`src/rtl/dddc_pkg.sv`:
```
// dddc_pkg: shared types and constants of the dawn/dusk door controller
// no dependencies; imported by every module of the block but dddc_ram

package dddc_pkg;

	// field widths
	localparam int SAMPLE_W   = 10;
	localparam int CNT_W      = 16;
	localparam int LED_W      = 8;
	localparam int DEB_W      = 8;
	localparam int DOOR_W     = 2;
	localparam int CFG_IDX_W  = 3;
	localparam int CFG_DATA_W = 16;

	// average is ring sum shifted right by this, whatever the ring depth
	localparam int AVG_SHIFT = 3;

	localparam logic [SAMPLE_W-1:0] SAMPLE_MAX = {SAMPLE_W{1'b1}};
	localparam logic [LED_W-1:0]    LED_ALL    = {LED_W{1'b1}};
	localparam int                  LED_COUNT_W = $clog2(LED_W);

	// door position codes
	localparam logic [DOOR_W-1:0] DOOR_UNKNOWN = 2'd0;
	localparam logic [DOOR_W-1:0] DOOR_CLOSED  = 2'd1;
	localparam logic [DOOR_W-1:0] DOOR_OPEN    = 2'd2;

	// register indexes
	localparam logic [CFG_IDX_W-1:0] CFG_RISE_THRESHOLD = 3'd0;
	localparam logic [CFG_IDX_W-1:0] CFG_SET_THRESHOLD  = 3'd1;
	localparam logic [CFG_IDX_W-1:0] CFG_DWELL_TICKS    = 3'd2;
	localparam logic [CFG_IDX_W-1:0] CFG_LED_STEP       = 3'd3;
	localparam logic [CFG_IDX_W-1:0] CFG_DEBOUNCE_TICKS = 3'd4;

	// register reset values
	localparam logic [SAMPLE_W-1:0] RISE_THRESHOLD_RST = 10'd650;
	localparam logic [SAMPLE_W-1:0] SET_THRESHOLD_RST  = 10'd500;
	localparam logic [CNT_W-1:0]    DWELL_TICKS_RST    = 16'd12000;
	localparam logic [CNT_W-1:0]    LED_STEP_RST       = 16'd1500;
	localparam logic [DEB_W-1:0]    DEBOUNCE_TICKS_RST = 8'd10;

	typedef struct packed {
		logic [SAMPLE_W-1:0] light_sample;
		logic                button_pressed;
	} in_item_t;

	typedef struct packed {
		logic                open_cmd;
		logic                close_cmd;
		logic                motor_on_req;
		logic                motor_off_req;
		logic [DOOR_W-1:0]   door_state;
		logic [SAMPLE_W-1:0] average_level;
		logic [LED_W-1:0]    led_pattern;
	} out_item_t;

	// status of the shared divider
	typedef struct packed {
		logic             busy;
		logic [CNT_W-1:0] quotient;
	} div_status_t;

endpackage

```
`src/rtl/dawn_dusk_door_controller_top.sv`:
```
// dawn_dusk_door_controller_top: sequencer, ring, dwell filter and button logic
// depends on dddc_pkg, dddc_ram and dddc_div

// Each input transaction carries one light sample and the button level; each one gives exactly
// one result transaction. After the accepting edge (the old ring entry is read at acceptance)
// the sequencer steps through the running-sum update and ring write, then the dwell counters
// and door position, which also starts the shared restoring divider that turns the dwell count
// into the LED bar length, then a wait on the divider (16 quotient bits, one per cycle) until
// its idle flag is seen, and last the button logic and the output register load, which waits
// while a held result is stalled. in_stall is high for the whole of that time, so no new item
// is taken before the last is through; the output register is separate, so a new item is
// accepted while the previous result still waits to be taken, and only the final load waits
// for it. The sample ring is a RING_DEPTH entry ram with one valid flop per entry, so reset
// needs no clearing pass and an unwritten entry counts as zero. cfg_ready is always high;
// registers are meant to be written only while the block is idle.

module dawn_dusk_door_controller_top
	import dddc_pkg::*;
#(
	parameter int RING_DEPTH = 8
) (
	input  logic                  clk,
	input  logic                  arst_n,
	// input channel
	input  logic                  in_valid,
	output logic                  in_stall,
	input  in_item_t              in_data,
	// result channel
	output logic                  out_valid,
	input  logic                  out_stall,
	output out_item_t             out_data,
	// configuration write channel
	input  logic                  cfg_valid,
	output logic                  cfg_ready,
	input  logic [CFG_IDX_W-1:0]  cfg_index,
	input  logic [CFG_DATA_W-1:0] cfg_data
);

	localparam int PTR_W = $clog2(RING_DEPTH);
	localparam int SUM_W = SAMPLE_W + $clog2(RING_DEPTH);

	// sequencer codes
	localparam logic [2:0] ST_IDLE  = 3'd0;
	localparam logic [2:0] ST_SUM   = 3'd1;
	localparam logic [2:0] ST_DWELL = 3'd2;
	localparam logic [2:0] ST_DIV   = 3'd3;
	localparam logic [2:0] ST_PUT   = 3'd4;

	logic [2:0] state_q;

	// configuration registers
	logic [SAMPLE_W-1:0] rise_thr_q;
	logic [SAMPLE_W-1:0] set_thr_q;
	logic [CNT_W-1:0]    dwell_q;
	logic [CNT_W-1:0]    led_step_q;
	logic [DEB_W-1:0]    debounce_q;

	// block state
	logic [PTR_W-1:0]      ptr_q;
	logic [RING_DEPTH-1:0] ring_valid_q;
	logic [SUM_W-1:0]      sum_q;
	logic [CNT_W-1:0]      bright_q;
	logic [CNT_W-1:0]      dark_q;
	logic [DOOR_W-1:0]     door_q;
	logic [DEB_W-1:0]      press_q;
	logic                  manual_q;

	// per-item working registers
	logic [SAMPLE_W-1:0] sample_q;
	logic                pressed_q;
	logic                open_q;
	logic                close_q;
	logic [SAMPLE_W-1:0] avg_q;

	// output register
	logic      out_valid_q;
	out_item_t out_data_q;

	logic                in_accept;
	logic [SAMPLE_W-1:0] ring_rdata;
	logic [SAMPLE_W-1:0] old_sample;
	logic [SUM_W-1:0]    sum_shift;
	logic [SAMPLE_W-1:0] avg;
	logic                put_go;

	// dwell evaluation
	logic             bright_fire;
	logic [CNT_W-1:0] bright_next;
	logic             dark_fire;
	logic [CNT_W-1:0] dark_next;
	logic [DOOR_W-1:0] door_next;
	logic [CNT_W-1:0] bar_count;

	// result assembly
	logic [LED_W-1:0]  bar_leds;
	logic [LED_W-1:0]  leds;
	logic              mon;
	logic              moff;
	logic [DOOR_W-1:0] door_final;
	logic [DEB_W-1:0]  press_next;
	logic              manual_next;

	div_status_t div_st;

	assign in_stall  = (state_q != ST_IDLE);
	assign in_accept = in_valid && !in_stall;
	assign cfg_ready = 1'b1;
	assign out_valid = out_valid_q;
	assign out_data  = out_data_q;

	// result may be loaded once the previous one has gone or is going now
	assign put_go = (state_q == ST_PUT) && (!out_valid_q || !out_stall);

	//--------------------------------------------------------------------------------
	// sample ring: old entry read at accept, new one written in the sum step
	//--------------------------------------------------------------------------------
	dddc_ram #(
		.WIDTH (SAMPLE_W),
		.DEPTH (RING_DEPTH)
	) u_ring (
		.clk   (clk),
		.we    (state_q == ST_SUM),
		.waddr (ptr_q),
		.wdata (sample_q),
		.re    (in_accept),
		.raddr (ptr_q),
		.rdata (ring_rdata)
	);

	// never-written entries read as zero through their clear valid flag
	assign old_sample = ring_valid_q[ptr_q] ? ring_rdata : '0;

	// average from the running sum, saturated for deep rings
	assign sum_shift = sum_q >> AVG_SHIFT;
	assign avg = (sum_shift > SUM_W'(SAMPLE_MAX)) ? SAMPLE_MAX : sum_shift[SAMPLE_W-1:0];

	//--------------------------------------------------------------------------------
	// dwell filter: rising test first, setting test only when it did not fire
	//--------------------------------------------------------------------------------
	always_comb begin
		bright_fire = 1'b0;
		bright_next = '0;
		dark_fire   = 1'b0;
		dark_next   = '0;
		door_next   = door_q;
		if ((door_q != DOOR_OPEN) && (avg_q > rise_thr_q)) begin
			if (bright_q < dwell_q) begin
				bright_next = bright_q + CNT_W'(1);
			end else begin
				bright_fire = 1'b1;
				bright_next = bright_q;
			end
		end
		if (bright_fire) begin
			// dark counter left alone in a sunrise tick
			dark_next = dark_q;
			door_next = DOOR_OPEN;
		end else if ((door_q != DOOR_CLOSED) && (avg_q < set_thr_q)) begin
			if (dark_q < dwell_q) begin
				dark_next = dark_q + CNT_W'(1);
			end else begin
				dark_fire = 1'b1;
				dark_next = dark_q;
				door_next = DOOR_CLOSED;
			end
		end
		bar_count = (dark_next > bright_next) ? dark_next : bright_next;
	end

	// shared divider: dwell count over led step gives the bar length
	dddc_div u_div (
		.clk      (clk),
		.arst_n   (arst_n),
		.start    (state_q == ST_DWELL),
		.dividend (bar_count),
		.divisor  (led_step_q),
		.status   (div_st)
	);

	//--------------------------------------------------------------------------------
	// bar pattern and button override
	//--------------------------------------------------------------------------------
	always_comb begin
		if ((led_step_q == '0) || (|div_st.quotient[CNT_W-1:LED_COUNT_W])) begin
			bar_leds = LED_ALL;
		end else begin
			bar_leds = ~(LED_ALL << div_st.quotient[LED_COUNT_W-1:0]);
		end
		leds        = bar_leds;
		mon         = open_q || close_q;
		moff        = 1'b0;
		door_final  = door_q;
		press_next  = press_q;
		manual_next = manual_q;
		if (pressed_q) begin
			if (press_q < debounce_q) begin
				press_next = press_q + DEB_W'(1);
			end else begin
				// manual hold: motor on, all leds, position no longer known
				mon         = 1'b1;
				leds        = LED_ALL;
				manual_next = 1'b1;
				door_final  = DOOR_UNKNOWN;
			end
		end else begin
			press_next = '0;
			if (manual_q) begin
				manual_next = 1'b0;
				leds        = '0;
				moff        = 1'b1;
			end
		end
	end

	//--------------------------------------------------------------------------------
	// sequencer and control state
	//--------------------------------------------------------------------------------
	always_ff @(posedge clk or negedge arst_n) begin
		if (!arst_n) begin
			state_q      <= ST_IDLE;
			ptr_q        <= '0;
			ring_valid_q <= '0;
			sum_q        <= '0;
			bright_q     <= '0;
			dark_q       <= '0;
			door_q       <= DOOR_UNKNOWN;
			press_q      <= '0;
			manual_q     <= 1'b0;
			out_valid_q  <= 1'b0;
		end else begin
			unique case (state_q)
				ST_IDLE: begin
					if (in_accept) begin
						state_q <= ST_SUM;
					end
				end
				ST_SUM: begin
					sum_q <= sum_q - SUM_W'(old_sample) + SUM_W'(sample_q);
					ring_valid_q[ptr_q] <= 1'b1;
					if (ptr_q == PTR_W'(RING_DEPTH - 1)) begin
						ptr_q <= '0;
					end else begin
						ptr_q <= ptr_q + PTR_W'(1);
					end
					state_q <= ST_DWELL;
				end
				ST_DWELL: begin
					bright_q <= bright_next;
					dark_q   <= dark_next;
					door_q   <= door_next;
					state_q  <= ST_DIV;
				end
				ST_DIV: begin
					if (!div_st.busy) begin
						state_q <= ST_PUT;
					end
				end
				ST_PUT: begin
					if (put_go) begin
						door_q   <= door_final;
						press_q  <= press_next;
						manual_q <= manual_next;
						state_q  <= ST_IDLE;
					end
				end
				default: begin
					state_q <= ST_IDLE;
				end
			endcase

			if (put_go) begin
				out_valid_q <= 1'b1;
			end else if (!out_stall) begin
				out_valid_q <= 1'b0;
			end
		end
	end

	// payload registers
	always_ff @(posedge clk) begin
		if (in_accept) begin
			sample_q  <= in_data.light_sample;
			pressed_q <= in_data.button_pressed;
		end
		if (state_q == ST_SUM) begin
			avg_q <= (((sum_q - SUM_W'(old_sample) + SUM_W'(sample_q)) >> AVG_SHIFT)
				> SUM_W'(SAMPLE_MAX)) ? SAMPLE_MAX
				: SAMPLE_W'((sum_q - SUM_W'(old_sample) + SUM_W'(sample_q)) >> AVG_SHIFT);
		end
		if (state_q == ST_DWELL) begin
			open_q  <= bright_fire;
			close_q <= dark_fire;
		end
		if (put_go) begin
			out_data_q.open_cmd      <= open_q;
			out_data_q.close_cmd     <= close_q;
			out_data_q.motor_on_req  <= mon;
			out_data_q.motor_off_req <= moff;
			out_data_q.door_state    <= door_final;
			out_data_q.average_level <= avg;
			out_data_q.led_pattern   <= leds;
		end
	end

	// configuration registers, writes beyond the list are dropped
	always_ff @(posedge clk or negedge arst_n) begin
		if (!arst_n) begin
			rise_thr_q <= RISE_THRESHOLD_RST;
			set_thr_q  <= SET_THRESHOLD_RST;
			dwell_q    <= DWELL_TICKS_RST;
			led_step_q <= LED_STEP_RST;
			debounce_q <= DEBOUNCE_TICKS_RST;
		end else if (cfg_valid && cfg_ready) begin
			unique case (cfg_index)
				CFG_RISE_THRESHOLD: rise_thr_q <= cfg_data[SAMPLE_W-1:0];
				CFG_SET_THRESHOLD:  set_thr_q  <= cfg_data[SAMPLE_W-1:0];
				CFG_DWELL_TICKS:    dwell_q    <= cfg_data[CNT_W-1:0];
				CFG_LED_STEP:       led_step_q <= cfg_data[CNT_W-1:0];
				CFG_DEBOUNCE_TICKS: debounce_q <= cfg_data[DEB_W-1:0];
				default: begin
				end
			endcase
		end
	end

	//--------------------------------------------------------------------------------
	// assertions
	//--------------------------------------------------------------------------------

	// an accepted item keeps the block busy in the next cycle
	a_busy_after_accept: assert property (@(posedge clk) disable iff (!arst_n)
		in_accept |=> in_stall)
		else $error("block not busy after accepting an item");

	// the divider only runs while the sequencer waits for it
	a_div_owned: assert property (@(posedge clk) disable iff (!arst_n)
		div_st.busy |-> (state_q == ST_DIV))
		else $error("divider busy outside its step");

	// never both commands in one result
	a_one_cmd: assert property (@(posedge clk) disable iff (!arst_n)
		out_valid |-> !(out_data.open_cmd && out_data.close_cmd))
		else $error("open and close commanded together");

	// a command always asks for motor power
	a_cmd_motor: assert property (@(posedge clk) disable iff (!arst_n)
		(out_valid && (out_data.open_cmd || out_data.close_cmd)) |-> out_data.motor_on_req)
		else $error("command without motor request");

	// a result is loaded only from the last step
	a_load_from_put: assert property (@(posedge clk) disable iff (!arst_n)
		(out_valid && !$past(out_valid)) |-> ($past(state_q) == ST_PUT))
		else $error("result loaded outside the final step");

endmodule

```
`src/rtl/dddc_ram.sv`:
```
// dddc_ram: generic single write port ram with one registered read port
// no dependencies

module dddc_ram #(
	parameter int WIDTH = 10,
	parameter int DEPTH = 8
) (
	input  logic                     clk,
	input  logic                     we,
	input  logic [$clog2(DEPTH)-1:0] waddr,
	input  logic [WIDTH-1:0]         wdata,
	input  logic                     re,
	input  logic [$clog2(DEPTH)-1:0] raddr,
	output logic [WIDTH-1:0]         rdata
);

	logic [WIDTH-1:0] mem_q [DEPTH];
	logic [WIDTH-1:0] rdata_q;

	always_ff @(posedge clk) begin
		if (we) begin
			mem_q[waddr] <= wdata;
		end
		if (re) begin
			rdata_q <= mem_q[raddr];
		end
	end

	assign rdata = rdata_q;

endmodule

```
`src/rtl/dddc_div.sv`:
```
// dddc_div: iterative restoring divider, one quotient bit per cycle
// depends on dddc_pkg for the counter width and status struct

module dddc_div
	import dddc_pkg::*;
(
	input  logic             clk,
	input  logic             arst_n,
	input  logic             start,
	input  logic [CNT_W-1:0] dividend,
	input  logic [CNT_W-1:0] divisor,
	output div_status_t      status
);

	localparam int STEP_W = $clog2(CNT_W);

	logic             busy_q;
	logic [STEP_W-1:0] step_q;
	logic [CNT_W:0]   rem_q;
	logic [CNT_W-1:0] quo_q;
	logic [CNT_W-1:0] divisor_q;

	logic [CNT_W:0]   rem_shift;
	logic [CNT_W:0]   rem_diff;
	logic             fits;

	// shift in the next dividend bit and try the subtraction
	assign rem_shift = {rem_q[CNT_W-1:0], quo_q[CNT_W-1]};
	assign rem_diff  = rem_shift - {1'b0, divisor_q};
	assign fits      = (rem_shift >= {1'b0, divisor_q});

	always_ff @(posedge clk or negedge arst_n) begin
		if (!arst_n) begin
			busy_q <= 1'b0;
			step_q <= '0;
		end else if (start) begin
			busy_q <= 1'b1;
			step_q <= '0;
		end else if (busy_q) begin
			step_q <= step_q + STEP_W'(1);
			if (step_q == STEP_W'(CNT_W - 1)) begin
				busy_q <= 1'b0;
			end
		end
	end

	always_ff @(posedge clk) begin
		if (start) begin
			rem_q     <= '0;
			quo_q     <= dividend;
			divisor_q <= divisor;
		end else if (busy_q) begin
			rem_q <= fits ? rem_diff : rem_shift;
			quo_q <= {quo_q[CNT_W-2:0], fits};
		end
	end

	assign status.busy     = busy_q;
	assign status.quotient = quo_q;

endmodule

```
`config.mk`:
```
export PLATFORM = sky130hd
export DESIGN_NAME = dawn_dusk_door_controller_top
export DESIGN_NICKNAME = d
export VERILOG_FILES = /design/src/rtl/dddc_pkg.sv /design/src/rtl/dawn_dusk_door_controller_top.sv /design/src/rtl/dddc_ram.sv /design/src/rtl/dddc_div.sv
export SDC_FILE = /design/constraint.sdc
export NUM_CORES = 1
export LEC_CHECK = 0
export BUFFER_PORTS_ARGS = -buffer_cell sky130_fd_sc_hd__buf_2
export CAP_MARGIN = 20
export CORE_UTILIZATION = 40
export CTS_CLUSTER_DIAMETER = 40
export CTS_CLUSTER_SIZE = 10
export DETAILED_ROUTE_END_ITERATION = 6
export PLACE_DENSITY = 0.52
export SLEW_MARGIN = 20
export SYNTH_ARGS = -nofsm -noshare
export SYNTH_HDL_FRONTEND = slang
export SYNTH_SLANG_ARGS = --single-unit
```
`constraint.sdc`:
```
create_clock -name clk -period 5.62 [get_ports clk]
set_input_delay 0.281 -clock clk [delete_from_list [all_inputs] [get_ports clk]]
set_output_delay 0.281 -clock clk [all_outputs]
set_load 0.02 [all_outputs]
```
=== Word level (Yosys, flattened, before mapping) ===
Memory sizes are Yosys's and may differ from the RTL's. A register that Yosys moved wholly into a read port is not among the register bits.
Cells that the tools add are included.

* Reduce and logical (&&, ||, !) cells: 28
* Div/mod/pow operators: 0
* Equality and inequality tests: 20
* Shifts and indexed selects: 1
* Muxes and demuxes: 49
* Bitwise operators: 3
* Order comparisons: 11
* $add $sub $neg: 8
* Multipliers: 0

{| class="wikitable"
|+ Operators by type and width
! operator !! number
|-
| 16-bit two-way mux || 9
|-
| 8-bit two-way mux || 6
|-
| 16-bit by 1-bit adder with 16-bit output, second input constant || 2
|-
| 16-bit less-than comparator || 2
|-
| 10-bit > comparator, second input constant || 2
|-
| 17-bit by 16-bit greater-or-equal comparator with 1-bit output || 1
|-
| 1-bit two-way mux || 17
|-
| 16-bit > comparator || 1
|-
| 16-bit zero test || 1
|-
| 16-bit subtractor || 1
|-
| 3-bit case mux with 5 select lines || 1
|-
| 13-bit by 10-bit adder with 13-bit output || 1
|-
| 13-bit OR reduction || 1
|-
| 13-bit by 10-bit subtractor with 13-bit output || 1
|-
| 3-bit by 2-bit == test with 1-bit output, second input constant || 4
|-
| 2-bit two-way mux || 6
|-
| 3-bit two-way mux || 4
|-
| 10-bit > comparator || 1
|-
| 10-bit less-than comparator || 1
|-
| 10-bit two-way mux || 1
|-
| 2-bit inequality test, second input constant || 5
|-
| 2-bit AND reduction || 5
|-
| 3-bit == test, second input constant || 3
|-
| 3-bit AND reduction || 3
|-
| 26 further kinds || 41
|}

* Output and inout port bits: 27
* Latch bits: 0
* Memories kept: 1
* Flip-flop bits (word level): 231
* Memory bits (read-only): 0
* Logic and storage cells: 153
* Bits in writable memories: 80

{| class="wikitable"
|+ Memory list
! name !! depth !! bits a word !! rd ports !! clocked after Yosys merged registers in !! wr ports !! RTL line !! source
|-
| u_ring.mem_q || 8 || 10 || 1 || 1 || 1 || dddc_ram.sv:17 || <nowiki>logic [WIDTH-1:0] mem_q [DEPTH];</nowiki>
|}

=== Logic depth before layout (Yosys ltp) ===
Gate-level depths: netlist (run 1).

* Depth in word-level cells: 7
* Mapped depth: 21
* Mapped depth without buffers: 20

=== Modules after synthesis ===
A second synthesis (run 1) with hierarchy kept.

* Cell total of the unflattened synthesis: 1506
* Area, all modules: 17051.4 um2

{| class="wikitable"
|+ By module, submodules not included
! module !! cells an instance !! times used !! area each (um2)
|-
| dawn_dusk_door_controller_top || 1066 || 1 || 10525.1
|-
| dddc_ram || 138 || 1 || 3433.3
|-
| dddc_div || 302 || 1 || 3093.0
|}

=== Worst setup path after synthesis (run 1) ===
OpenSTA, ideal clock, no wires.

* Path type: register to register
* Start: register dwell_q[5]
* End: register u_div.quo_q[15], data pin
* Cell stages (with the launch flop): 21
* Data arrival time: 4.228 ns
* Required time: 5.360 ns
* Setup time: 0.260 ns
* Setup slack: 1.132 ns
* Cell sequence: dfstp_2 > inv_1 > ha_1 > a21oi_1 > o21ai_0 > a211oi_2 > o21bai_4 > buf_6 > buf_6 > nor4_4 > xor2_1 > nand2_1 > ha_1 > nand2_1 > nor3_1 > and2_1 > o211ai_1 > a221oi_1 > clkbuf_1 > o32ai_1 > mux2_2

* Word-level cells in the longest chain between the ends: 7
* Elaborated cells on any way between the ends: 12
* Classes of those cells: 3 x order compare; 9 x mux

{| class="wikitable"
|+ Ends and longest elaborated chain
! element !! RTL line !! source
|-
| start, declared || dawn_dusk_door_controller_top.sv:54 || <nowiki>logic [CNT_W-1:0] dwell_q;</nowiki>
|-
| start signal, assigned || dawn_dusk_door_controller_top.sv:317 || <nowiki>CFG_DWELL_TICKS: dwell_q <= cfg_data[CNT_W-1:0];</nowiki>
|-
| 16-bit less-than comparator, on equally long branches || dawn_dusk_door_controller_top.sv:159, dawn_dusk_door_controller_top.sv:147 ||
|-
| 16-bit two-way mux or 1-bit two-way mux (tied branches) || dawn_dusk_door_controller_top.sv:159, dawn_dusk_door_controller_top.sv:147 ||
|-
| 16-bit two-way mux or 1-bit two-way mux (tied branches) || dawn_dusk_door_controller_top.sv:158, dawn_dusk_door_controller_top.sv:146 ||
|-
| 16-bit two-way mux || dawn_dusk_door_controller_top.sv:154 || <nowiki>if (bright_fire) begin</nowiki>
|-
| 16-bit > comparator || dawn_dusk_door_controller_top.sv:167 || <nowiki>bar_count = (dark_next > bright_next) ? dark_next : bright_next;</nowiki>
|-
| 16-bit two-way mux * || dawn_dusk_door_controller_top.sv:167 ||
|-
| 16-bit two-way mux * || dddc_div.sv:48 || <nowiki>if (start) begin</nowiki>
|-
| end signal, assigned || dddc_div.sv:50 || <nowiki>quo_q <= dividend;</nowiki>
|-
| end signal, assigned || dddc_div.sv:54 || <nowiki>quo_q <= {quo_q[CNT_W-2:0], fits};</nowiki>
|-
| end, declared || dddc_div.sv:20 || <nowiki>logic [CNT_W-1:0] quo_q;</nowiki>
|}

Mark *: on every way between the ends. The rest lies on a longest branch, timed or not.
A chain may end at the register's enable or synchronous reset.

=== Final worst setup path (run 1) ===
* Start: register dwell_q[7]
* End: register u_div.quo_q[14], data pin

* Word-level cells in the longest chain between the ends: 7
* Elaborated cells on any way between the ends: 12
* Classes of those cells: 3 x order compare; 9 x mux

{| class="wikitable"
|+ Ends and longest elaborated chain
! element !! RTL line !! source
|-
| 16-bit less-than comparator || dawn_dusk_door_controller_top.sv:147 || <nowiki>if (bright_q < dwell_q) begin</nowiki>
|-
| 1-bit two-way mux || dawn_dusk_door_controller_top.sv:147 ||
|-
| 1-bit two-way mux || dawn_dusk_door_controller_top.sv:146 || <nowiki>if ((door_q != DOOR_OPEN) && (avg_q > rise_thr_q)) begin</nowiki>
|-
| net bright_fire || dawn_dusk_door_controller_top.sv:87 || <nowiki>logic bright_fire;</nowiki>
|-
| 16-bit two-way mux || dawn_dusk_door_controller_top.sv:154 ||
|-
| net dark_next[13] || dawn_dusk_door_controller_top.sv:90 || <nowiki>logic [CNT_W-1:0] dark_next;</nowiki>
|-
| 16-bit > comparator || dawn_dusk_door_controller_top.sv:167 ||
|-
| 16-bit two-way mux || dawn_dusk_door_controller_top.sv:167 ||
|-
| 16-bit two-way mux || dddc_div.sv:48 ||
|}

The timed path passes the listed nets, and every way through them passes these cells.

==> results of run 1 <==
[worst max-delay path: stages (launching register included)]
cell	delay (ns)
dfstp_2	0.51
inv_1	0.06
ha_1	0.31
a21oi_1	0.12
o21ai_0	0.11
a211oi_2	0.36
o21bai_4	0.33
nand2_1	0.21
inv_2	0.08
nor2_1	0.39
buf_4	0.26
nor2_1	0.07
ha_1	0.31
nand2_1	0.06
nor3_1	0.27
and2_1	0.20
o211ai_1	0.09
a221oi_1	0.36
buf_4	0.27
nor2_1	0.12
a2bb2oi_1	0.22
o21ai_1	0.08
[cell usage after synthesis, drive strengths merged, types with 26 or more instances]
library cell / count / area (µm²)
ha: 108 / 1351
o21ai: 138 / 690.7
inv: 130 / 488.0
nand2: 164 / 615.6
clkbuf: 48 / 180.2
a21oi: 60 / 315.3
nor2: 89 / 334.1
dfstp: 26 / 683.2
edfxtp: 169 / 5075
mux2: 31 / 349.1
dfrtp: 110 / 2753
nor3: 27 / 135.1
xnor2: 39 / 341.6
[stage by stage]
stage | area, µm² | std cells | util [%]
floorplan | 16890 | 1533 | -
global placement | 17880 | 2096 | 43.40
global route | 20010 | 2227 | 48.57
finish | 20010 | 2227 | 48.57
CTS | 19980 | 2226 | 48.50
detailed placement | 17880 | 2096 | 43.40
[power by group]
group	internal, mW	switching (mW)
sequential	3.11	0.302
combinational	1.74	2.45
clock	2.03	1.22
[final cells by class]
class,instances,area [µm²]
tap,532,665.6
inverter,131,491.7
multi-input combinational,1015,7307
clock inverter,33,376.6
clock buffer,69,1448
fill,3775,21190
timing repair buffer,126,892.1
sequential,321,8831
[cell families after synthesis]
family                   after synthesis  share of synthesized area (%)
AND/OR/NAND/NOR                      422                          12.17
AO/OA/AOI/OAI                        359                          14.55
flip-flops                           321                          52.29
buffers and inverters                197                          4.616
adder cells (fa/ha/maj)              119                          9.306
multiplexers                          61                          4.290
XOR/XNOR                              53                          2.749
other                                  1                        0.02221
[registers in the layout, summed over array words and instances, names as in the netlist, 2 cells and up]
name / count
u_ring.mem_q: 80
out_data: 24
bright_q: 16
dark_q: 16
dwell_q: 16
led_step_q: 16
u_div.divisor_q: 16
u_div.quo_q: 16
u_div.rem_q: 16
sum_q: 13
avg_q: 10
rise_thr_q: 10
sample_q: 10
set_thr_q: 10
u_ring.rdata: 10
debounce_q: 8
press_q: 8
ring_valid_q: 8
u_div.step_q: 4
ptr_q: 3
state_q: 3
door_q: 2
[worst min path at each step]
stage	startpoint	endpoint	slack (ns)
detailed placement	arst_n	dwell_q[12]$_DFFE_PN0P_	0.37
CTS	cfg_data[0]	led_step_q[0]$_DFFE_PN0P_	0.02
global placement	arst_n	led_step_q[13]$_DFFE_PN0P_	0.38
finish	cfg_data[0]	led_step_q[0]$_DFFE_PN0P_	0.05
global route	cfg_data[0]	led_step_q[0]$_DFFE_PN0P_	0.04
floorplan	arst_n	bright_q[0]$_DFFE_PN0P_	-0.01
[per-layer routing]
layer	up-vias	global-route usage (%)	wire [µm]	share of wire, %
li1	5758	-	-	-
met3	67	2.905	1347	3.3
met5	-	0	0	0
met4	0	7.694	1275	3.1
met1	5622	24.69	18240	44
met2	173	34.12	20280	49
[placed cells by master, fill, tap and decap left out, drive strengths merged, types with 7 or more instances in the layout]
cell type,instances
dfstp,26
or2,11
ha,108
nand4,16
nand2b,16
clkinv,20
nor2b,23
fa,11
mux2,31
and3,10
nand3,21
a211oi,23
buf,98
nor3,27
o21a,24
o21ai,138
nand2,164
o211ai,9
nor2,89
a21o,14
inv,134
edfxtp,169
dfxtp,16
mux2i,24
o221ai,8
dlygate4sd3,28
dfrtp,110
a31oi,12
clkbuf,69
xor2,14
nor4,11
and2,7
xnor2,39
a2111oi,7
a21oi,60
==> flow_summary.html, run 1 <==
<table>
<tr><th>Metric</th><th>Value</th></tr>
<tr><th colspan="2">Run status</th></tr>
<tr><td>Outcome</td><td>finished, final reports clean</td></tr>
<tr><th colspan="2">Yosys</th></tr>
<tr><td>Post-synth design cell area</td><td>roughly 17000 µm²</td></tr>
<tr><td>Cell variety after synth</td><td>88</td></tr>
<tr><td>Instance count of the mapped netlist</td><td>between 1500 and 2000</td></tr>
<tr><td>Share of synthesized area occupied by flip-flops and latches</td><td>a little over half</td></tr>
<tr><td>Ys flop type</td><td>edfxtp_1</td></tr>
<tr><td>Synthesized area per cell</td><td>~11 µm²</td></tr>
<tr><td>Number of synthesized flops with an enable pin</td><td>around 170</td></tr>
<tr><td>Number of warning messages in the yosys log</td><td>0</td></tr>
<tr><td>Fraction of registers with async set or reset after synthesis</td><td>42.37%</td></tr>
<tr><td>Post-synthesis net count</td><td>1687</td></tr>
<tr><td>Number of storage elements in the synthesis netlist</td><td>around 320</td></tr>
<tr><th colspan="2">Clock network</th></tr>
<tr><td>Num Clock Sinks</td><td>about 320</td></tr>
<tr><td>Root buffer cell</td><td>clkbuf_16</td></tr>
<tr><td>Resized cells post-CTS</td><td>0</td></tr>
<tr><td>Number of CTS-inserted buffers</td><td>54</td></tr>
<tr><td>H-tree depth</td><td>2</td></tr>
<tr><td>Post-CTS repair timing setup buffer count</td><td>0</td></tr>
<tr><td>Clock latency reported for the late side of the worst-skew pair</td><td>between 0.6 and 0.7 ns</td></tr>
<tr><td>Max clock buf depth</td><td>3</td></tr>
<tr><td>Clock Pin Slew Worst Setup and Hold Paths</td><td>about 0.06 ns</td></tr>
<tr><td>Clock tree from TritonCTS</td><td>yes</td></tr>
<tr><td>Number of buffers inserted for hold repair after clock tree synthesis</td><td>28</td></tr>
<tr><th colspan="2">Floorplan</th></tr>
<tr><td>Die Area</td><td>around 43000 µm²</td></tr>
<tr><td>Die height</td><td>about 210 µm</td></tr>
<tr><td>Initial core utilization</td><td>40.99%</td></tr>
<tr><td>I/O pin cnt</td><td>62</td></tr>
<tr><td>Die width</td><td>approximately 210 µm</td></tr>
<tr><td>Placeable Area</td><td>41200 µm²</td></tr>
<tr><td>Cell Rows</td><td>74</td></tr>
<tr><th colspan="2">Setup path</th></tr>
<tr><td>Nature of the critical path endpoint</td><td>flop</td></tr>
<tr><td>Top fanout value on the critical path</td><td>19</td></tr>
<tr><td>Reg2reg end</td><td>u_div.quo_q[14]$_DFFE_PP_</td></tr>
<tr><td>Category of the most critical setup path</td><td>flop to flop</td></tr>
<tr><td>Signal arrival time at the worst endpoint</td><td>roughly 5.4 ns</td></tr>
<tr><td>Number of cells on the worst reg-to-reg path</td><td>21</td></tr>
<tr><td>Reg-to-reg slack, setup</td><td>0.54 ns</td></tr>
<tr><td>Capture point of the worst path</td><td>u_div.quo_q[14]$_DFFE_PP_</td></tr>
<tr><td>Critical path launch point type</td><td>flop</td></tr>
<tr><td>CP Data Required Time</td><td>5.94 ns</td></tr>
<tr><td>Launch point of the critical path</td><td>dwell_q[7]$_DFFE_PN1P_</td></tr>
<tr><td>Launch instance of the worst register-to-register path</td><td>dwell_q[7]$_DFFE_PN1P_</td></tr>
<tr><th colspan="2">Global routing</th></tr>
<tr><td>Number of global-route vias before repair</td><td>12050</td></tr>
<tr><td>Global-route wire length before repair</td><td>66.47 mm</td></tr>
<tr><td>Initial antenna violation count</td><td>0</td></tr>
<tr><td>GRT overflow</td><td>0</td></tr>
<tr><td>GRT Util Overall</td><td>approximately a fifth</td></tr>
<tr><td>Maximum number of pins on one net before global-route repair</td><td>between 70 and 80</td></tr>
<tr><th colspan="2">Detailed routing</th></tr>
<tr><td>Detailed Route Iter0 Violations</td><td>around 620</td></tr>
<tr><td>Vias per Instance</td><td>roughly 5.2</td></tr>
<tr><td>Number of iterations in the first detailed-routing pass</td><td>5</td></tr>
<tr><td>Aggregate routed wire length</td><td>around 40 mm</td></tr>
<tr><td>Detail Route Antenna Nets</td><td>0</td></tr>
<tr><td>Wire length per cell after detailed routing</td><td>18.48 µm</td></tr>
<tr><td>Via count</td><td>11620</td></tr>
<tr><td>DRC violation count after routing</td><td>0</td></tr>
<tr><th colspan="2">Timing</th></tr>
<tr><td>Slew margin rel.</td><td>30.42%</td></tr>
<tr><td>PnR worst setup slack</td><td>about 0.54 ns</td></tr>
<tr><td>Final worst-path cycle share</td><td>between 90% and 100%</td></tr>
<tr><td>Final critical path time including I/O delays and setup</td><td>5.084 ns</td></tr>
<tr><td>Worst-Margin Slew</td><td>just over 1 ns</td></tr>
<tr><td>Final clock skew</td><td>about 0.024 ns</td></tr>
<tr><td>Number of hold violations in the final report</td><td>0</td></tr>
<tr><td>Pins over their slew limit</td><td>0</td></tr>
<tr><td>Setup_tns</td><td>0 ns</td></tr>
<tr><td>Final worst hold slack</td><td>around 0.05 ns</td></tr>
<tr><td>RSZ-0062 raised after global routing</td><td>no</td></tr>
<tr><td>Setup violations, final</td><td>0</td></tr>
<tr><td>Highest Clock Rate</td><td>about 200 MHz</td></tr>
<tr><th colspan="2">Placed design</th></tr>
<tr><td>Detailed placement HPWL</td><td>between 20 and 30 mm</td></tr>
<tr><td>Weighted congestion at the end of routability-driven global placement</td><td>~0.84</td></tr>
<tr><td>Worst slack after detailed placement</td><td>around 0.56 ns</td></tr>
<tr><td>Count of port buffers added during placement</td><td>60</td></tr>
<tr><th colspan="2">Final layout</th></tr>
<tr><td>NumNets Final</td><td>1803</td></tr>
<tr><td>Number of diodes added for antenna fixing</td><td>0</td></tr>
<tr><td>Synthesis-to-layout area growth</td><td>18.50%</td></tr>
<tr><td>Ratio of cells with drive above 1 in the final layout</td><td>between 10% and 20%</td></tr>
<tr><th colspan="2">Pwr</th></tr>
<tr><td>Worst vdd ir</td><td>about 250 µV</td></tr>
<tr><td>Post-layout total power</td><td>10.86 mW</td></tr>
<tr><td>Total power per unit cell area</td><td>~540 nW/µm²</td></tr>
<tr><td>Cell leakage power</td><td>about 8.2 nW</td></tr>
<tr><th colspan="2">Hold path</th></tr>
<tr><td>Type of the most critical hold path</td><td>primary input to flop</td></tr>
<tr><td>Hold Path Stages</td><td>2</td></tr>
<tr><th colspan="2">Job</th></tr>
<tr><td>Number of violations of the max-capacitance limit</td><td>0</td></tr>
</table>
Power figures use the tool's default switching activity.
==> run 2, diff against run 1 <==
--- a/config.mk
+++ b/config.mk
@@ -11,7 +11,7 @@
 export CTS_CLUSTER_DIAMETER = 40
 export CTS_CLUSTER_SIZE = 10
 export DETAILED_ROUTE_END_ITERATION = 6
-export PLACE_DENSITY = 0.52
+export PLACE_DENSITY = 0.54
 export SLEW_MARGIN = 20
 export SYNTH_ARGS = -nofsm -noshare
 export SYNTH_HDL_FRONTEND = slang
==> constraint.sdc (replaced) <==
create_clock -name clk -period 4.2 [get_ports clk]
set_input_delay 0.21 -clock clk [delete_from_list [all_inputs] [get_ports clk]]
set_output_delay 0.21 -clock clk [all_outputs]
set_load 0.02 [all_outputs]
==> run 2 against run 1 <==
Net effect: the run now ends with negative setup slack left; critical path depth is 2 lower; critical path type unchanged; fmax grew 18%; largest cell class unchanged; count of clock-buffer cells in the layout is 3 lower; total power grew 43%; worst setup slack lost 0.65 ns; highest routed layer unchanged; combinational power up 58%; sequential power up 33%; global-route usage up 0.72 points; first-iteration DRC count rose by 13%; clock power is 32% higher; non-clock buffer count rose by 150.
==> flow_summary.html, run 2 (same netlist as run 1, synthesis figures left out) <==
<table>
<tr><th>Metric</th><th>Value</th></tr>
<tr><th colspan="2">Final layout</th></tr>
<tr><td>NumNets Final</td><td>1954 (was 1803)</td></tr>
<tr><td>Synthesis-to-layout area growth</td><td>29.13% (was 18.50%)</td></tr>
<tr><td>Leading cell type in the layout, fill and taps excluded</td><td>buf_4 (was edfxtp_1)</td></tr>
<tr><td>Post-route cell area</td><td>21810 µm² (was 20010 µm²)</td></tr>
<tr><td>Max FFs per register</td><td>80 (unchanged)</td></tr>
<tr><td>Register ranked first by flip-flop count</td><td>u_ring.mem_q (unchanged)</td></tr>
<tr><td>Number of diodes added for antenna fixing</td><td>0 (unchanged)</td></tr>
<tr><td>Ratio of cells with drive above 1 in the final layout</td><td>29.29% (was 17.70%)</td></tr>
<tr><td>Fill count</td><td>3661 (was 3775)</td></tr>
<tr><td>Most used cells in the layout excluding fill and tap cells</td><td>172 x buf_4, 169 x edfxtp_1, 162 x nand2_1 (was 169 x edfxtp_1, 164 x nand2_1, 127 x inv_1)</td></tr>
<tr><th colspan="2">Clock network</th></tr>
<tr><td>Root buffer cell</td><td>clkbuf_16 (unchanged)</td></tr>
<tr><td>Clock latency reported for the late side of the worst-skew pair</td><td>0.61 ns (about the same)</td></tr>
<tr><td>Number of CTS-inserted buffers</td><td>55 (was 54)</td></tr>
<tr><td>Clock tree from TritonCTS</td><td>yes (unchanged)</td></tr>
<tr><td>Clock Pin Slew Worst Setup and Hold Paths</td><td>0.05 ns (was 0.06 ns)</td></tr>
<tr><td>Max clock buf depth</td><td>3 (unchanged)</td></tr>
<tr><td>H-tree depth</td><td>2 (unchanged)</td></tr>
<tr><td>Num Clock Sinks</td><td>321 (unchanged)</td></tr>
<tr><th colspan="2">Global routing</th></tr>
<tr><td>GRT Util Overall</td><td>20.40% (was 19.68%)</td></tr>
<tr><td>Initial antenna violation count</td><td>0 (unchanged)</td></tr>
<tr><td>Number of global-route vias before repair</td><td>12790 (was 12050)</td></tr>
<tr><td>Maximum number of pins on one net before global-route repair</td><td>87 (was 74)</td></tr>
<tr><td>GRT overflow</td><td>0 (unchanged)</td></tr>
<tr><td>Global-route wire length before repair</td><td>69.07 mm (was 66.47 mm)</td></tr>
<tr><th colspan="2">Timing</th></tr>
<tr><td>Worst-Margin Slew</td><td>0.9125 ns (was 1.037 ns)</td></tr>
<tr><td>Final critical path time including I/O delays and setup</td><td>4.314 ns (was 5.084 ns)</td></tr>
<tr><td>PnR worst setup slack</td><td>-0.1137 ns (was 0.5362 ns)</td></tr>
<tr><td>Highest Clock Rate</td><td>231.8 MHz (was 196.7 MHz)</td></tr>
<tr><td>Pins over their slew limit</td><td>0 (unchanged)</td></tr>
<tr><td>Setup violations, final</td><td>16 (was 0)</td></tr>
<tr><td>Slew margin rel.</td><td>38.85% (was 30.42%)</td></tr>
<tr><td>RSZ-0062 raised after global routing</td><td>yes (was no)</td></tr>
<tr><td>Final clock skew</td><td>0.02690 ns (was 0.02414 ns)</td></tr>
<tr><td>Number of hold violations in the final report</td><td>0 (unchanged)</td></tr>
<tr><td>Final worst-path cycle share</td><td>102.7% (was 90.46%)</td></tr>
<tr><th colspan="2">Setup path</th></tr>
<tr><td>Number of cells on the worst reg-to-reg path</td><td>19 (was 21)</td></tr>
<tr><td>Signal arrival time at the worst endpoint</td><td>4.74 ns (was 5.40 ns)</td></tr>
<tr><td>Cell Chain, Critical Path</td><td>inv_2, ha_4, a2111oi_4, buf_4, o221a_2, a21oi_4, buf_12, a2111oi_4, xnor2_1, nor2_1, ha_1, a211o_1, a221o_1, a31oi_2, a221oi_2, buf_4, buf_12, o32a_1, o21ai_1 (was inv_1, ha_1, a21oi_1, o21ai_0, a211oi_2, o21bai_4, nand2_1, inv_2, nor2_1, buf_4, nor2_1, ha_1, nand2_1, nor3_1, and2_1, o211ai_1, a221oi_1, buf_4, nor2_1, a2bb2oi_1, o21ai_1)</td></tr>
<tr><td>Library cell contributing the largest single delay on the critical path</td><td>dfrtp_1 (was dfstp_2)</td></tr>
<tr><td>CP top delay family</td><td>compound AO/OA/AOI/OAI gates (unchanged)</td></tr>
<tr><td>Launch point of the critical path</td><td>dwell_q[1]$_DFFE_PN0P_ (was dwell_q[7]$_DFFE_PN1P_)</td></tr>
<tr><td>Critical path launch point type</td><td>flop (unchanged)</td></tr>
<tr><td>Cell depth of the worst setup path</td><td>19 (was 21)</td></tr>
<tr><td>CP Data Required Time</td><td>4.63 ns (was 5.94 ns)</td></tr>
<tr><td>Combined buffer and inverter count along the critical path</td><td>5 (was 4)</td></tr>
<tr><td>Launch instance of the worst register-to-register path</td><td>dwell_q[1]$_DFFE_PN0P_ (was dwell_q[7]$_DFFE_PN1P_)</td></tr>
<tr><td>Category of the most critical setup path</td><td>flop to flop (unchanged)</td></tr>
<tr><td>Reg2reg end</td><td>u_div.quo_q[4]$_DFFE_PP_ (was u_div.quo_q[14]$_DFFE_PP_)</td></tr>
<tr><td>Top fanout value on the critical path</td><td>6 (was 19)</td></tr>
<tr><td>Nature of the critical path endpoint</td><td>flop (unchanged)</td></tr>
<tr><td>Capture point of the worst path</td><td>u_div.quo_q[4]$_DFFE_PP_ (was u_div.quo_q[14]$_DFFE_PP_)</td></tr>
<tr><td>Reg-to-reg slack, setup</td><td>-0.11 ns (was 0.54 ns)</td></tr>
<tr><td>Slowest cell delay on critical path</td><td>0.37 ns (was 0.51 ns)</td></tr>
<tr><th colspan="2">Pwr</th></tr>
<tr><td>Switching Fraction</td><td>36.55% (was 36.59%)</td></tr>
<tr><td>Worst vdd ir</td><td>360.9 µV (was 246.3 µV)</td></tr>
<tr><td>Proportion of power drawn by the clock network</td><td>27.8% (was 30.0%)</td></tr>
<tr><td>Switching power</td><td>5.655 mW (was 3.972 mW)</td></tr>
<tr><td>Fraction of power consumed by combinational cells</td><td>42.9% (was 38.6%)</td></tr>
<tr><td>Pint</td><td>9.818 mW (was 6.883 mW)</td></tr>
<tr><td>Seq pwr share</td><td>29.3% (was 31.4%)</td></tr>
<tr><td>Cell leakage power</td><td>8.978 nW (was 8.183 nW)</td></tr>
<tr><td>Total power per unit cell area</td><td>709.5 nW/µm² (was 542.4 nW/µm²)</td></tr>
<tr><th colspan="2">Detailed routing</th></tr>
<tr><td>DRC violation count after routing</td><td>0 (unchanged)</td></tr>
<tr><td>Wire length per cell after detailed routing</td><td>18.13 µm (was 18.48 µm)</td></tr>
<tr><td>Via count</td><td>12460 (was 11620)</td></tr>
<tr><td>Vias per Instance</td><td>5.237 (was 5.218)</td></tr>
<tr><td>Detail Route Antenna Nets</td><td>0 (unchanged)</td></tr>
<tr><td>Detailed Route Iter0 Violations</td><td>696 (was 617)</td></tr>
<tr><td>Number of iterations in the first detailed-routing pass</td><td>5 (unchanged)</td></tr>
<tr><td>Aggregate routed wire length</td><td>43.12 mm (was 41.15 mm)</td></tr>
<tr><th colspan="2">Placed design</th></tr>
<tr><td>Count of port buffers added during placement</td><td>60 (unchanged)</td></tr>
<tr><td>Weighted congestion at the end of routability-driven global placement</td><td>0.8939 (was 0.8358)</td></tr>
<tr><td>Placed cell area</td><td>18840 µm² (was 17880 µm²)</td></tr>
<tr><td>Worst slack after detailed placement</td><td>-0.3070 ns (was 0.5569 ns)</td></tr>
<tr><td>Detailed placement HPWL</td><td>30.34 mm (was 29.14 mm)</td></tr>
<tr><th colspan="2">Run status</th></tr>
<tr><td>Violated checks</td><td>negative setup slack</td></tr>
<tr><td>Outcome</td><td>finished with violations (was finished, final reports clean)</td></tr>
<tr><th colspan="2">Floorplan</th></tr>
<tr><td>Die width</td><td>207.5 µm (unchanged)</td></tr>
<tr><td>Die Area</td><td>43040 µm² (unchanged)</td></tr>
<tr><td>I/O pin cnt</td><td>62 (unchanged)</td></tr>
<tr><td>Initial core utilization</td><td>40.99% (unchanged)</td></tr>
<tr><td>Cell Rows</td><td>74 (unchanged)</td></tr>
<tr><td>Placeable Area</td><td>41200 µm² (unchanged)</td></tr>
<tr><td>Die height</td><td>207.5 µm (unchanged)</td></tr>
<tr><th colspan="2">Job</th></tr>
<tr><td>Number of violations of the max-capacitance limit</td><td>0 (unchanged)</td></tr>
<tr><th colspan="2">Hold path</th></tr>
<tr><td>Type of the most critical hold path</td><td>primary input to flop (unchanged)</td></tr>
<tr><td>Hold Path Stages</td><td>4 (was 2)</td></tr>
</table>
==> run 2: worst min-delay path by stage <==
stage	startpoint	end	slack, ns
floorplan	arst_n	bright_q[0]$_DFFE_PN0P_	-0.09
detailed placement	arst_n	led_step_q[15]$_DFFE_PN0P_	0.34
CTS	cfg_index[0]	dwell_q[10]$_DFFE_PN1P_	0.008
finish	cfg_index[0]	dwell_q[10]$_DFFE_PN1P_	0.05
global route	cfg_index[0]	dwell_q[10]$_DFFE_PN1P_	0.04
global placement	arst_n	led_step_q[15]$_DFFE_PN0P_	0.35
==> run 2: what timing repair did <==
| action | CTS | global route |
|---|---|---|
| pin swaps | 66 | 22 |
| hold buffers | 29 | 0 |
| endpoints found under the hold margin | 138 | 0 |
| resized for setup | 95 | 24 |
| buffers inserted | 23 | 4 |
| gates cloned | 2 | 0 |
| endpoints found under the setup margin | 16 | 17 |
==> run 2: cell type report <==
| type | count | area (µm²) | area share, % |
|---|---|---|---|
| clock buffer | 66 | 1469 | 6.736 |
| clock inverter | 38 | 337.8 | 1.549 |
| inverter | 131 | 496.7 | 2.278 |
| multi-input combinational | 1015 | 7909 | 36.27 |
| sequential | 321 | 8831 | 40.50 |
| tap | 532 | 665.6 | 3.052 |
| timing repair buffer | 276 | 2098 | 9.622 |
==> run 2: per-layer routing <==
metal / vias up / global-route usage [%] / share of wire, %
met3: 93 / 3.162 / 3.8
met4: 0 / 8.981 / 3.4
met1: 6088 / 26.06 / 44
met5: - / 0 / 0
li1: 6058 / - / -
met2: 219 / 34.25 / 49
==> run 2: worst reg2reg max path: cells and delay by family (launching register included) <==
family / cells / cell delay [ns]
compound gates: 10 / 2.23
flops: 1 / 0.37
buf+inv: 5 / 0.74
fa+ha+maj: 2 / 0.53
xor+xnor: 1 / 0.19
simple gates: 1 / 0.08
==> run 2: metrics by stage <==
stage	total power [mW]	utilization, %	std cells	setup TNS [ns]	hold slack (ns)
3_5_place_dp	10.55	45.72	2218	-3.835	0.3421
4_1_cts	15.47	52.56	2376	-0.5216	0.008120
2_1_floorplan	8.842	-	1533	-0.0004015	-0.08559
3_3_place_gp	10.43	45.71	2218	-1.868	0.3490
5_1_grt	16.54	52.93	2379	-5.169	0.04393
6_report	15.47	52.93	2379	-1.122	0.04744
==> run 2: power by group through the flow <==
stage | Combinational (mW) | Clock, mW | Sequential [mW]
after CTS | 6.54 | 4.39 | 4.54
after detailed placement | 5.97 | 0 | 4.58
after floorplan | 4.39 | 0 | 4.45
after global routing | 7.41 | 4.52 | 4.61
final | 6.64 | 4.29 | 4.54
after global placement | 5.87 | 0 | 4.57
==> run 3, diff against run 2 <==
--- a/config.mk
+++ b/config.mk
@@ -7,7 +7,9 @@
 export LEC_CHECK = 0
 export BUFFER_PORTS_ARGS = -buffer_cell sky130_fd_sc_hd__buf_2
 export CAP_MARGIN = 20
+export CORE_MARGIN = 3
 export CORE_UTILIZATION = 40
+export CTS_BUF_LIST = sky130_fd_sc_hd__clkbuf_16
 export CTS_CLUSTER_DIAMETER = 40
 export CTS_CLUSTER_SIZE = 10
 export DETAILED_ROUTE_END_ITERATION = 6
==> constraint.sdc (replaced) <==
create_clock -name clk -period 4.2 [get_ports clk]
set_input_delay 0.21 -clock clk [delete_from_list [all_inputs] [get_ports clk]]
set_output_delay 0.21 -clock clk [all_outputs]
set_load 0.1 [all_outputs]
==> run 3 against run 2 <==
Net effect: the run still ends with negative setup slack left; hold slack got worse by 0.0052 ns; final cell count increased by 0.13%; worst setup slack got worse by 0.0020 ns; sequential share of layout area about the same; wire length increased by 1.1%; die area increased by 3.9%; clock skew increased by 0.0012 ns; count of clock-buffer cells in the layout decreased by 14; flip-flop and latch count unchanged; sequential power about the same; combinational power decreased by 1%; critical path depth decreased by 3; critical path type unchanged; critical endpoint is now u_div.quo_q[15]$_DFFE_PP_; largest power group unchanged.
==> flow_summary.html, run 3 (same netlist as run 1, synthesis figures left out) <==
<table>
<tr><th>Metric</th><th>Value</th></tr>
<tr><th colspan="2">Floorplan</th></tr>
<tr><td>Cell Rows</td><td>74 (unchanged)</td></tr>
<tr><td>Placeable Area</td><td>41290 µm² (was 41200 µm²)</td></tr>
<tr><td>Die height</td><td>211.5 µm (was 207.5 µm)</td></tr>
<tr><td>Die Area</td><td>44720 µm² (was 43040 µm²)</td></tr>
<tr><td>Initial core utilization</td><td>40.90% (was 40.99%)</td></tr>
<tr><td>Die width</td><td>211.5 µm (was 207.5 µm)</td></tr>
<tr><td>I/O pin cnt</td><td>62 (unchanged)</td></tr>
<tr><th colspan="2">Final layout</th></tr>
<tr><td>Max FFs per register</td><td>80 (unchanged)</td></tr>
<tr><td>Post-route cell area</td><td>21820 µm² (was 21810 µm²)</td></tr>
<tr><td>Area of the multi-input gates</td><td>7874 µm² (was 7909 µm²)</td></tr>
<tr><td>Synthesis-to-layout area growth</td><td>29.21% (was 29.13%)</td></tr>
<tr><td>Area used by sequential logic in the layout</td><td>8833 µm² (was 8831 µm²)</td></tr>
<tr><td>Util after Layout</td><td>52.84% (was 52.93%)</td></tr>
<tr><td>Leading cell type in the layout, fill and taps excluded</td><td>buf_4 (unchanged)</td></tr>
<tr><td>Number of diodes added for antenna fixing</td><td>0 (unchanged)</td></tr>
<tr><td>Most used cells in the layout excluding fill and tap cells</td><td>186 x buf_4, 169 x edfxtp_1, 162 x nand2_1 (was 172 x buf_4, 169 x edfxtp_1, 162 x nand2_1)</td></tr>
<tr><td>Fill count</td><td>3637 (was 3661)</td></tr>
<tr><td>Register ranked first by flip-flop count</td><td>u_ring.mem_q (unchanged)</td></tr>
<tr><td>NumNets Final</td><td>1962 (was 1954)</td></tr>
<tr><td>Ratio of cells with drive above 1 in the final layout</td><td>28.97% (was 29.29%)</td></tr>
<tr><th colspan="2">Clock network</th></tr>
<tr><td>Clock Pin Slew Worst Setup and Hold Paths</td><td>0.05 ns (about the same)</td></tr>
<tr><td>H-tree depth</td><td>2 (unchanged)</td></tr>
<tr><td>Max clock buf depth</td><td>3 (unchanged)</td></tr>
<tr><td>Root buffer cell</td><td>clkbuf_16 (unchanged)</td></tr>
<tr><td>Clock tree from TritonCTS</td><td>yes (unchanged)</td></tr>
<tr><td>Number of CTS-inserted buffers</td><td>51 (was 55)</td></tr>
<tr><td>Clock latency reported for the late side of the worst-skew pair</td><td>0.59 ns (was 0.61 ns)</td></tr>
<tr><td>Num Clock Sinks</td><td>321 (unchanged)</td></tr>
<tr><th colspan="2">Global routing</th></tr>
<tr><td>GRT Util Overall</td><td>19.62% (was 20.40%)</td></tr>
<tr><td>Global-route wire length before repair</td><td>68.68 mm (was 69.07 mm)</td></tr>
<tr><td>Number of global-route vias before repair</td><td>12550 (was 12790)</td></tr>
<tr><td>Maximum number of pins on one net before global-route repair</td><td>78 (was 87)</td></tr>
<tr><td>Initial antenna violation count</td><td>0 (unchanged)</td></tr>
<tr><td>GRT overflow</td><td>0 (unchanged)</td></tr>
<tr><th colspan="2">Detailed routing</th></tr>
<tr><td>Detailed Route Iter0 Violations</td><td>718 (was 696)</td></tr>
<tr><td>Vias per Instance</td><td>5.193 (was 5.237)</td></tr>
<tr><td>Detail Route Antenna Nets</td><td>0 (unchanged)</td></tr>
<tr><td>DRC violation count after routing</td><td>0 (unchanged)</td></tr>
<tr><td>Aggregate routed wire length</td><td>43.58 mm (was 43.12 mm)</td></tr>
<tr><td>Via count</td><td>12370 (was 12460)</td></tr>
<tr><td>Wire length per cell after detailed routing</td><td>18.30 µm (was 18.13 µm)</td></tr>
<tr><td>Number of iterations in the first detailed-routing pass</td><td>5 (unchanged)</td></tr>
<tr><th colspan="2">Setup path</th></tr>
<tr><td>Reg2reg end</td><td>u_div.quo_q[15]$_DFFE_PP_ (was u_div.quo_q[4]$_DFFE_PP_)</td></tr>
<tr><td>Launch instance of the worst register-to-register path</td><td>dwell_q[13]$_DFFE_PN1P_ (was dwell_q[1]$_DFFE_PN0P_)</td></tr>
<tr><td>Critical path launch point type</td><td>flop (unchanged)</td></tr>
<tr><td>Reg-to-reg slack, setup</td><td>-0.12 ns (was -0.11 ns)</td></tr>
<tr><td>Nature of the critical path endpoint</td><td>flop (unchanged)</td></tr>
<tr><td>Launch point of the critical path</td><td>dwell_q[13]$_DFFE_PN1P_ (was dwell_q[1]$_DFFE_PN0P_)</td></tr>
<tr><td>Category of the most critical setup path</td><td>flop to flop (unchanged)</td></tr>
<tr><td>CP Data Required Time</td><td>4.52 ns (was 4.63 ns)</td></tr>
<tr><td>Signal arrival time at the worst endpoint</td><td>4.64 ns (was 4.74 ns)</td></tr>
<tr><td>Number of cells on the worst reg-to-reg path</td><td>16 (was 19)</td></tr>
<tr><td>Capture point of the worst path</td><td>u_div.quo_q[15]$_DFFE_PP_ (was u_div.quo_q[4]$_DFFE_PP_)</td></tr>
<tr><td>Top fanout value on the critical path</td><td>6 (unchanged)</td></tr>
<tr><th colspan="2">Timing</th></tr>
<tr><td>Setup violations, final</td><td>16 (unchanged)</td></tr>
<tr><td>Number of hold violations in the final report</td><td>0 (unchanged)</td></tr>
<tr><td>Pins over their slew limit</td><td>0 (unchanged)</td></tr>
<tr><td>Final worst-path cycle share</td><td>102.8% (was 102.7%)</td></tr>
<tr><td>RSZ-0062 raised after global routing</td><td>yes (unchanged)</td></tr>
<tr><td>PnR worst setup slack</td><td>-0.1157 ns (was -0.1137 ns)</td></tr>
<tr><td>Slew margin rel.</td><td>38.12% (was 38.85%)</td></tr>
<tr><td>Final clock skew</td><td>0.02810 ns (was 0.02690 ns)</td></tr>
<tr><td>Highest Clock Rate</td><td>231.7 MHz (was 231.8 MHz)</td></tr>
<tr><td>Final critical path time including I/O delays and setup</td><td>4.316 ns (was 4.314 ns)</td></tr>
<tr><td>Worst-Margin Slew</td><td>0.9267 ns (was 0.9125 ns)</td></tr>
<tr><th colspan="2">Placed design</th></tr>
<tr><td>Weighted congestion at the end of routability-driven global placement</td><td>0.8843 (was 0.8939)</td></tr>
<tr><td>Detailed placement HPWL</td><td>30.86 mm (was 30.34 mm)</td></tr>
<tr><td>Placed cell area</td><td>18830 µm² (was 18840 µm²)</td></tr>
<tr><td>Count of port buffers added during placement</td><td>60 (unchanged)</td></tr>
<tr><th colspan="2">Run status</th></tr>
<tr><td>Outcome</td><td>finished with violations (unchanged)</td></tr>
<tr><td>Violated checks</td><td>negative setup slack (unchanged)</td></tr>
<tr><th colspan="2">Job</th></tr>
<tr><td>Number of violations of the max-capacitance limit</td><td>0 (unchanged)</td></tr>
<tr><th colspan="2">Pwr</th></tr>
<tr><td>Worst vdd ir</td><td>354.6 µV (was 360.9 µV)</td></tr>
<tr><td>Cell leakage power</td><td>9.047 nW (was 8.978 nW)</td></tr>
<tr><td>Post-layout total power</td><td>15.38 mW (was 15.47 mW)</td></tr>
<tr><td>Total power per unit cell area</td><td>705.0 nW/µm² (was 709.5 nW/µm²)</td></tr>
<tr><th colspan="2">Hold path</th></tr>
<tr><td>Type of the most critical hold path</td><td>primary input to flop (unchanged)</td></tr>
</table>
==> run 3: metal layers <==
layer  global-route usage, %  up-vias  share of wire, %
met4                   6.051        0               2.9
met2                   33.67      222                49
met1                   25.37     5999                44
met5                       0        -                 0
li1                        -     6070                 -
met3                   3.571       79               4.4
==> run 3: cell type report <==
class,count,area share [%]
sequential,321,40.48
multi-input combinational,1015,36.08
timing repair buffer,288,10.01
clock buffer,52,5.963
tap,532,3.050
inverter,131,2.265
clock inverter,43,2.144
==> run 3: report_power, final <==
| part | internal, mW | switching (mW) |
|---|---|---|
| Combinational | 2.95 | 3.62 |
| Clock | 2.75 | 1.53 |
| Sequential | 4.16 | 0.373 |
==> run 3: worst min path at each step <==
stage | to | slack (ns) | cells past startpoint | from
after global placement | led_step_q[15]$_DFFE_PN0P_ | 0.33 | 1 | arst_n
after detailed placement | led_step_q[15]$_DFFE_PN0P_ | 0.32 | 1 | arst_n
after CTS | state_q[0]$_DFFE_PN0P_ | 0.004 | 5 | in_valid
final | sample_q[1]$_DFFE_PP_ | 0.04 | 3 | in_valid
after global routing | sample_q[1]$_DFFE_PP_ | 0.04 | 3 | in_valid
after floorplan | bright_q[0]$_DFFE_PN0P_ | -0.09 | 0 | arst_n
==> run 3: through the flow <==
step | cells | hold WS, ns | TNS, ns | setup slack (ns)
detailed placement | 2216 | 0.3201 | -4.093 | -0.3286
global route | 2382 | 0.03697 | -4.691 | -0.3199
floorplan | 1533 | -0.08559 | -0.0004015 | -0.0004015
finish | 2382 | 0.04223 | -1.031 | -0.1157
CTS | 2370 | 0.004428 | -0.7662 | -0.1083
global placement | 2216 | 0.3309 | -2.452 | -0.1821
==> run 3: worst max-delay path, stage by stage, from the launching register on <==
cell	delay, ns
dfstp_2	0.51
inv_1	0.06
ha_1	0.32
a21oi_2	0.17
o21ai_2	0.10
or3_1	0.36
o21bai_4	0.20
buf_4	0.17
o21a_1	0.18
o21ai_0	0.48
ha_1	0.33
and2_4	0.16
buf_4	0.12
a221oi_2	0.34
buf_4	0.22
o32ai_2	0.08
mux2_2	0.27
==> run 3: repair_timing <==
action | 4_1_cts | 5_1_grt
gates resized for setup | 59 | 55
buffers inserted | 28 | 14
endpoints found under the setup margin | 17 | 18
pin swaps | 47 | 42
endpoints found under the hold margin | 129 | 0
gates cloned | 3 | 0
hold buffers | 29 | 0
